[config.mk]
export PLATFORM = sky130hd
export DESIGN_NAME = indexed_sequence_store
export DESIGN_NICKNAME = d
export VERILOG_FILES = /design/src/rtl/core/isst_pkg.sv /design/src/rtl/core/isst_cell.sv /design/src/rtl/core/isst_ctrl.sv /design/src/rtl/core/indexed_sequence_store.sv
export SDC_FILE = /design/constraint.sdc
export NUM_CORES = 1
export LEC_CHECK = 0
export BUFFER_PORTS_ARGS = -buffer_cell sky130_fd_sc_hd__buf_2
export CELL_PAD_IN_SITES_DETAIL_PLACEMENT = 0
export CELL_PAD_IN_SITES_GLOBAL_PLACEMENT = 1
export CORE_MARGIN = 3
export CORE_UTILIZATION = 25
export CTS_BUF_LIST = sky130_fd_sc_hd__clkbuf_4 sky130_fd_sc_hd__clkbuf_8
export DETAILED_ROUTE_END_ITERATION = 10
export HOLD_SLACK_MARGIN = 0.03
export PLACE_DENSITY_LB_ADDON = 0.1
export SYNTH_ARGS = -nofsm -noshare
export SYNTH_HDL_FRONTEND = slang
export SYNTH_SLANG_ARGS = --single-unit
[constraint.sdc]
create_clock -name clk -period 6.8 [get_ports clk]
set_clock_uncertainty 0.05 [all_clocks]
set_input_delay 1.02 -clock clk [delete_from_list [all_inputs] [get_ports clk]]
set_output_delay 1.02 -clock clk [all_outputs]
set_load 0.01 [all_outputs]
[src/rtl/core/isst_pkg.sv]
package isst_pkg;

	localparam int DEF_CAPACITY  = 16;
	localparam int DEF_WORD_BITS = 32;

	// Width for position/count compares; covers counts up to 256 (max CAPACITY)
	localparam int CTL_W = 9;

	localparam logic [1:0] KIND_INSERT = 2'd0;
	localparam logic [1:0] KIND_REMOVE = 2'd1;
	localparam logic [1:0] KIND_GET    = 2'd2;

	localparam logic [1:0] STAT_OK    = 2'd0;
	localparam logic [1:0] STAT_RANGE = 2'd1;
	localparam logic [1:0] STAT_FULL  = 2'd2;

	typedef enum logic [1:0] {
		OP_HOLD,
		OP_INSERT,
		OP_EXTEND,
		OP_REMOVE
	} op_t;

	// Broadcast from the controller to every cell of the chain
	typedef struct packed {
		op_t              op;
		logic [CTL_W-1:0] pos;
		logic [CTL_W-1:0] cnt;
	} cell_ctl_t;

endpackage

[src/rtl/core/isst_cell.sv]
module isst_cell #(
	parameter int WORD_BITS  = isst_pkg::DEF_WORD_BITS,
	parameter int CELL_INDEX = 0
) (
	input  logic                  clk,
	input  logic                  arst_n,
	input  isst_pkg::cell_ctl_t   ctl,
	input  logic [WORD_BITS-1:0]  ins_word,
	input  logic [WORD_BITS-1:0]  left_word,
	input  logic                  left_pad,
	input  logic [WORD_BITS-1:0]  right_word,
	input  logic                  right_pad,
	output logic [WORD_BITS-1:0]  word,
	output logic                  pad
);
	import isst_pkg::*;

	localparam logic [CTL_W-1:0] IDX = CTL_W'(CELL_INDEX);

	logic [WORD_BITS-1:0] word_q;
	logic                 pad_q;
	logic [WORD_BITS-1:0] word_d;
	logic                 pad_d;
	logic                 load;

	always_comb begin
		word_d = word_q;
		pad_d  = pad_q;
		load   = 1'b0;
		case (ctl.op)
			OP_INSERT: begin
				if (IDX == ctl.pos) begin
					word_d = ins_word;
					pad_d  = 1'b0;
					load   = 1'b1;
				end else if (IDX > ctl.pos && IDX <= ctl.cnt) begin
					word_d = left_word;
					pad_d  = left_pad;
					load   = 1'b1;
				end
			end
			OP_EXTEND: begin
				if (IDX == ctl.pos) begin
					word_d = ins_word;
					pad_d  = 1'b0;
					load   = 1'b1;
				end else if (IDX >= ctl.cnt && IDX < ctl.pos) begin
					word_d = '0;
					pad_d  = 1'b1;
					load   = 1'b1;
				end
			end
			OP_REMOVE: begin
				if (IDX >= ctl.pos && IDX + 1'b1 < ctl.cnt) begin
					word_d = right_word;
					pad_d  = right_pad;
					load   = 1'b1;
				end else if (IDX + 1'b1 == ctl.cnt) begin
					word_d = '0;
					pad_d  = 1'b0;
					load   = 1'b1;
				end
			end
			default: begin
				load = 1'b0;
			end
		endcase
	end

	always_ff @(posedge clk) begin
		if (load) begin
			word_q <= word_d;
		end
	end

	always_ff @(posedge clk or negedge arst_n) begin
		if (!arst_n) begin
			pad_q <= 1'b0;
		end else begin
			pad_q <= pad_d;
		end
	end

	assign word = word_q;
	assign pad  = pad_q;

endmodule

[src/rtl/core/isst_ctrl.sv]
module isst_ctrl #(
	parameter int CAPACITY  = isst_pkg::DEF_CAPACITY,
	parameter int WORD_BITS = isst_pkg::DEF_WORD_BITS
) (
	input  logic                  clk,
	input  logic                  arst_n,
	input  logic                  in_valid,
	output logic                  in_ready,
	input  logic [1:0]            kind,
	input  logic [4:0]            position,
	input  logic [WORD_BITS-1:0]  rd_word,
	input  logic                  rd_pad,
	output isst_pkg::cell_ctl_t   ctl,
	output logic                  out_valid,
	input  logic                  out_ready,
	output logic [31:0]           data_out,
	output logic                  is_empty,
	output logic [1:0]            status,
	output logic [4:0]            count
);
	import isst_pkg::*;

	localparam int CNT_W = $clog2(CAPACITY + 1);
	localparam logic [CTL_W-1:0] CAP_C = CTL_W'(CAPACITY);

	logic [CNT_W-1:0] count_q;
	logic             out_valid_q;
	logic [31:0]      data_q;
	logic             empty_q;
	logic [1:0]       status_q;
	logic [4:0]       count_out_q;

	logic             accept;
	logic [CTL_W-1:0] pos_c;
	logic [CTL_W-1:0] cnt_c;
	logic [CTL_W-1:0] cnt_next;
	op_t              op;
	logic [31:0]      data_d;
	logic             empty_d;
	logic [1:0]       status_d;

	assign in_ready = !out_valid_q || out_ready;
	assign accept   = in_valid && in_ready;
	assign pos_c    = CTL_W'(position);
	assign cnt_c    = CTL_W'(count_q);

	always_comb begin
		op       = OP_HOLD;
		data_d   = '0;
		empty_d  = 1'b0;
		status_d = STAT_OK;
		cnt_next = cnt_c;
		case (kind)
			KIND_INSERT: begin
				if (pos_c <= cnt_c) begin
					if (cnt_c >= CAP_C) begin
						status_d = STAT_FULL;
					end else begin
						op       = OP_INSERT;
						cnt_next = cnt_c + 1'b1;
					end
				end else if (pos_c >= CAP_C) begin
					status_d = STAT_FULL;
				end else begin
					op       = OP_EXTEND;
					cnt_next = pos_c + 1'b1;
				end
			end
			KIND_REMOVE, KIND_GET: begin
				if (pos_c >= cnt_c) begin
					status_d = STAT_RANGE;
				end else begin
					for (int b = 0; b < 32; b++) begin
						if (b < WORD_BITS) begin
							data_d[b] = rd_word[b];
						end
					end
					empty_d = rd_pad;
					if (kind == KIND_REMOVE) begin
						op       = OP_REMOVE;
						cnt_next = cnt_c - 1'b1;
					end
				end
			end
			default: begin
				op = OP_HOLD;
			end
		endcase
	end

	always_comb begin
		ctl.op  = accept ? op : OP_HOLD;
		ctl.pos = pos_c;
		ctl.cnt = cnt_c;
	end

	always_ff @(posedge clk or negedge arst_n) begin
		if (!arst_n) begin
			count_q     <= '0;
			out_valid_q <= 1'b0;
		end else begin
			if (accept) begin
				count_q     <= cnt_next[CNT_W-1:0];
				out_valid_q <= 1'b1;
			end else if (out_ready) begin
				out_valid_q <= 1'b0;
			end
		end
	end

	// hold the result until taken
	always_ff @(posedge clk) begin
		if (accept) begin
			data_q      <= data_d;
			empty_q     <= empty_d;
			status_q    <= status_d;
			count_out_q <= cnt_next[4:0];
		end
	end

	assign out_valid = out_valid_q;
	assign data_out  = data_q;
	assign is_empty  = empty_q;
	assign status    = status_q;
	assign count     = count_out_q;

`ifndef ASSERT_OFF
	a_count_bound: assert property (@(posedge clk) disable iff (!arst_n)
		CTL_W'(count_q) <= CAP_C)
		else $error("entry count exceeds capacity");

	a_full_hold: assert property (@(posedge clk) disable iff (!arst_n)
		accept && status_d == STAT_FULL |=> $stable(count_q))
		else $error("count changed on a full insert");

	a_remove_dec: assert property (@(posedge clk) disable iff (!arst_n)
		accept && op == OP_REMOVE |=> count_q == $past(count_q) - 1'b1)
		else $error("remove did not shrink count");

	a_result_valid: assert property (@(posedge clk) disable iff (!arst_n)
		accept |=> out_valid_q)
		else $error("accepted request produced no result");
`endif

endmodule

[src/rtl/core/indexed_sequence_store.sv]
// Channel | handshake            | payload
// --------+----------------------+-------------------------------------
// request | in_valid / in_ready  | kind, position, value
// result  | out_valid / out_ready| data_out, is_empty, status, count
//
// One request per cycle: every cell of the chain shifts, loads or holds in the
// same cycle, so throughput is set by the result register, one deep.
// The result is registered: out_valid rises in the cycle after the request is accepted.
// in_ready drops only while a result waits and out_ready is low.
// arst_n clears the count, the padding flags and the result valid; words are
// not reset.
module indexed_sequence_store #(
	parameter int CAPACITY  = isst_pkg::DEF_CAPACITY,
	parameter int WORD_BITS = isst_pkg::DEF_WORD_BITS
) (
	input  logic        clk,
	input  logic        arst_n,
	input  logic        in_valid,
	output logic        in_ready,
	input  logic [1:0]  kind,
	input  logic [4:0]  position,
	input  logic [31:0] value,
	output logic        out_valid,
	input  logic        out_ready,
	output logic [31:0] data_out,
	output logic        is_empty,
	output logic [1:0]  status,
	output logic [4:0]  count
);
	import isst_pkg::*;

	localparam int IDX_W = $clog2(CAPACITY);

	cell_ctl_t            ctl;
	logic [WORD_BITS-1:0] ins_word;
	logic [WORD_BITS-1:0] cell_word [CAPACITY];
	logic                 cell_pad  [CAPACITY];
	logic [CTL_W-1:0]     pos_c;
	logic [WORD_BITS-1:0] rd_word;
	logic                 rd_pad;

	// mask the request word to the stored width
	always_comb begin
		ins_word = '0;
		for (int b = 0; b < WORD_BITS; b++) begin
			if (b < 32) begin
				ins_word[b] = value[b];
			end
		end
	end

	assign pos_c   = CTL_W'(position);
	assign rd_word = cell_word[pos_c[IDX_W-1:0]];
	assign rd_pad  = cell_pad[pos_c[IDX_W-1:0]];

	isst_ctrl #(
		.CAPACITY  (CAPACITY),
		.WORD_BITS (WORD_BITS)
	) u_ctrl (
		.clk       (clk),
		.arst_n    (arst_n),
		.in_valid  (in_valid),
		.in_ready  (in_ready),
		.kind      (kind),
		.position  (position),
		.rd_word   (rd_word),
		.rd_pad    (rd_pad),
		.ctl       (ctl),
		.out_valid (out_valid),
		.out_ready (out_ready),
		.data_out  (data_out),
		.is_empty  (is_empty),
		.status    (status),
		.count     (count)
	);

	for (genvar i = 0; i < CAPACITY; i++) begin : g_cell
		logic [WORD_BITS-1:0] lw;
		logic                 lp;
		logic [WORD_BITS-1:0] rw;
		logic                 rp;

		if (i == 0) begin : g_first
			assign lw = '0;
			assign lp = 1'b0;
		end else begin : g_mid_l
			assign lw = cell_word[i-1];
			assign lp = cell_pad[i-1];
		end

		if (i == CAPACITY - 1) begin : g_last
			assign rw = '0;
			assign rp = 1'b0;
		end else begin : g_mid_r
			assign rw = cell_word[i+1];
			assign rp = cell_pad[i+1];
		end

		isst_cell #(
			.WORD_BITS  (WORD_BITS),
			.CELL_INDEX (i)
		) u_cell (
			.clk        (clk),
			.arst_n     (arst_n),
			.ctl        (ctl),
			.ins_word   (ins_word),
			.left_word  (lw),
			.left_pad   (lp),
			.right_word (rw),
			.right_pad  (rp),
			.word       (cell_word[i]),
			.pad        (cell_pad[i])
		);
	end

endmodule
==> out/summary.txt <==
RUN STATUS
--------------------------------------------------------------------------------------------------
Outcome                                                                                  completed

DRT
--------------------------------------------------------------------------------------------------
Post-Route WL                                                                               184 mm
Vias                                                                                         31900
Number of detailed-routing iterations run before antenna repair                                  6
First-iteration detailed-routing DRC count                                                    4449
Ratio of routed vias to standard cells                                                        6.27
Routed length per placed instance                                                          36.2 um
Antenna-violating nets left                                                                      0
Post-route DRC violation count                                                                   0

GLOBAL ROUTING
--------------------------------------------------------------------------------------------------
Initial antenna violation count                                                                  8
First-pass GRT wire length                                                                  255 mm
Met1 track demand over resource                                                              31.4%
Number of global-route vias before repair                                                    31200
Global-route total usage across every layer                                                  24.1%
Overflow after GRT                                                                               0
Pin count of the biggest net entering global routing                                           137
Routing usage on met3                                                                        4.73%
Met2 track demand over resource in global routing                                            39.4%
Busiest grt layer                                                                             met2

LOGIC SYNTHESIS
--------------------------------------------------------------------------------------------------
Most instantiated flip-flop cell in the synthesis netlist                                 edfxtp_1
Proportion of register bits with asynchronous set or reset after synthesis                   3.83%
Net count after synthesis                                                                     3285
Dominant combinational cell family by area after synthesis                            compound AO/OA/AOI/OAI gates
Fraction of the mapped netlist area in adder cells                                          0.763%
Count of synthesis-stage warnings from yosys                                                     0
Leading cell types by count after synthesis                                           762 x a22oi_1, 552 x edfxtp_1, 387 x o21ai_0
Number of cells produced by synthesis                                                         3220
Synthesized-area fraction occupied by ao, oa, aoi and oai cells                              29.5%
Count of distinct cell types in the synthesized netlist                                         77
Share of cell area taken by muxes after synthesis                                            11.0%
Post-synthesis simple-gate area fraction                                                     5.99%
Count of flip-flops with a built-in enable after synthesis                                     552
Mean instance size in the synthesized netlist                                             11.2 um2
Post-synthesis sequential area ratio                                                         47.5%
XOR/XNOR Fraction of Synth Area                                                            0.0243%
Area share of the largest cell type after synthesis                                          46.0%
Most numerous cell in the Yosys netlist                                                    a22oi_1
Post-synthesis instance area                                                             36100 um2
Total of flip-flops plus latches after synthesis                                               574
Most area-consuming cells after synthesis                                             edfxtp_1 46%, a22oi_1 16%, mux4_2 10%
Yosys top cell by area                                                                    edfxtp_1

FINAL LAYOUT
--------------------------------------------------------------------------------------------------
Relative area change from synthesis to final layout                                          13.5%
Final standard cell utilization of the core                                                  28.7%
Share of layout cells above drive strength 1                                                 20.7%
Nets@finish                                                                                   3177

PLACE
--------------------------------------------------------------------------------------------------
DP HPWL                                                                                     108 mm
Weighted congestion reported at the end of routability-driven placement                      0.837
Port buffer count                                                                               84

CRITICAL PATH
--------------------------------------------------------------------------------------------------
Required arrival time at the worst endpoint                                                7.43 ns
Category of the worst setup path launch point                                                 flop
Maximum fanout encountered on the critical timing path                                          27
Worst path arrival time                                                                    6.12 ns
Critical path endpoint category                                                               flop
Category of the most critical setup path                                              flop to flop

CLOCK NETWORK
--------------------------------------------------------------------------------------------------
Clock transition time at the flip-flop clock pins of the worst setup and hold paths        0.06 ns
Count of buffers added by post-CTS timing repair for setup                                       0
Root Driver                                                                               clkbuf_8
H-tree lvl count                                                                                 3
Clock network latency to the later pin of the worst-skew pair                              0.85 ns
Total clock sinks                                                                              574
Clock buffers created by TritonCTS                                                             115
PostCTS Resize Cnt                                                                               0
Clock tree from TritonCTS                                                                      yes
Bufs on Longest Clock Path                                                                       3
Number of hold buffers added after CTS                                                           0

TIMING
--------------------------------------------------------------------------------------------------
Number of endpoints failing setup at the final stage                                             0
Setup repair after global routing missed its margin                                             no
Fmax                                                                                     0.182 GHz
TNS Setup                                                                                     0 ns
Final hold vios                                                                                  0
Transition at the pin with the smallest max-transition slack                               1.36 ns
Relative slew slack                                                                          8.64%
Tcrit/Tclk final                                                                             80.7%
Time the worst path needs with I/O delays and setup                                        5.49 ns
Number of slew-limit violations in the final report                                              0

PWR
--------------------------------------------------------------------------------------------------
Maximum resistive drop on vdd                                                             0.150 mV
P per Cell Area                                                                         227 nW/um2
Pleak                                                                                    0.0133 uW
Power consumption                                                                          9290 uW

FLOORPLANNING
--------------------------------------------------------------------------------------------------
Die area                                                                                149000 um2
Initial Utilization                                                                          25.3%
# IOs                                                                                           85
Count of standard-cell rows                                                                    138
Die Span Y                                                                                  386 um
Core Footprint                                                                          142000 um2
Width of the chip                                                                           386 um

MIN PATH
--------------------------------------------------------------------------------------------------
Worst Hold Class                                                                      input port to asynchronous set/reset pin

FLOW RUN
--------------------------------------------------------------------------------------------------
Number of maximum-capacitance violations                                                         0

-- sequential cells by signal (all words and copies together), names as in the netlist --
register,cells
u_ctrl.data_out,32
u_ctrl.count_q,5
u_ctrl.is_empty,1
u_ctrl.status,2
u_ctrl.out_valid,1
u_ctrl.count,5
g_cell.u_cell.pad,16
g_cell.u_cell.word,512
-- path summary, 6_finish.rpt --
path                                   start                        end  slack (ns)  depth (start not counted)
hold reg to reg             u_ctrl.out_valid           u_ctrl.out_valid        0.49                          2
hold / removal                        arst_n      g_cell[14].u_cell.pad        0.16                          1
min in group clk                    in_valid           u_ctrl.out_valid        0.35                          2
setup / recovery           u_ctrl.count_q[4]  g_cell[13].u_cell.word[3]        1.31                         14
setup reg to reg           u_ctrl.count_q[4]  g_cell[13].u_cell.word[3]        1.31                         14
max in group asynchronous             arst_n      g_cell[12].u_cell.pad        6.06                          1
-- per-stage QoR --
| stage | std cells | instance area, um2 | hold WS [ns] | setup WS (ns) |
|---|---|---|---|---|
| floorplan | 3220 | 36100 | 0.442 | 0.121 |
| global placement | 4885 | 38700 | 0.470 | 0.793 |
| detailed placement | 4885 | 38700 | 0.479 | 0.733 |
| CTS | 5078 | 40900 | 0.105 | 1.37 |
| global route | 5080 | 40900 | 0.154 | 0.971 |
| finish | 5080 | 40900 | 0.165 | 1.31 |
-- power by group --
group          leakage (uW)  internal [uW]  switching, uW
logic               0.00685            505           1060
clock network       0.00116           1930           1760
registers           0.00526           3950           80.1
total                0.0133           6390           2900
-- worst max-delay path: stages (launching register included) --
cell	delay, ns
dfrtp_1	0.38
inv_1	0.44
ha_1	0.37
and3_1	0.19
and3_1	0.20
a21oi_1	0.46
nand3b_1	0.15
a21oi_1	0.49
ha_2	0.33
inv_2	0.30
buf_4	0.32
nor2_4	0.82
buf_4	0.49
a22oi_1	0.14
o21ai_0	0.14
-- per-layer routing --
| layer | wire [um] | up-vias |
|---|---|---|
| li1 | - | 13000 |
| met1 | 74500 | 16400 |
| met2 | 86700 | 1995 |
| met3 | 15800 | 395 |
| met4 | 7000 | 0 |
| met5 | 0 | - |
-- cell usage in the layout (no fill, tap or decap), drive strengths merged, types with 17 or more instances in the layout --
master  instances
nor2b          40
a21oi         103
clkinv         24
dfrtp          22
ha             22
a221o         126
inv            28
a22oi         762
buf           214
mux4          165
edfxtp        552
clkbuf        161
o21ai         407
and3           44
nor2          172
nor3           17
a22o           32
nand2          94
-- cells by family after synthesis --
| family | Yosys count |
|---|---|
| compound gates | 1529 |
| flops | 574 |
| buf+inv | 462 |
| simple gates | 443 |
| mux | 189 |
| fa+ha+maj | 22 |
| xor+xnor | 1 |
-- cell type report --
class	instances	area [um2]
diodes	2	5.00
inverters	22	82.6
repair buffers	215	1620
multi-input cells	2184	17500
well taps	1890	2360
flip-flops and latches	574	17100
clock buffers	160	1930
clock inverters	33	260
fillers	14700	102000
Note: power is estimated with default switching activity, not from simulation.
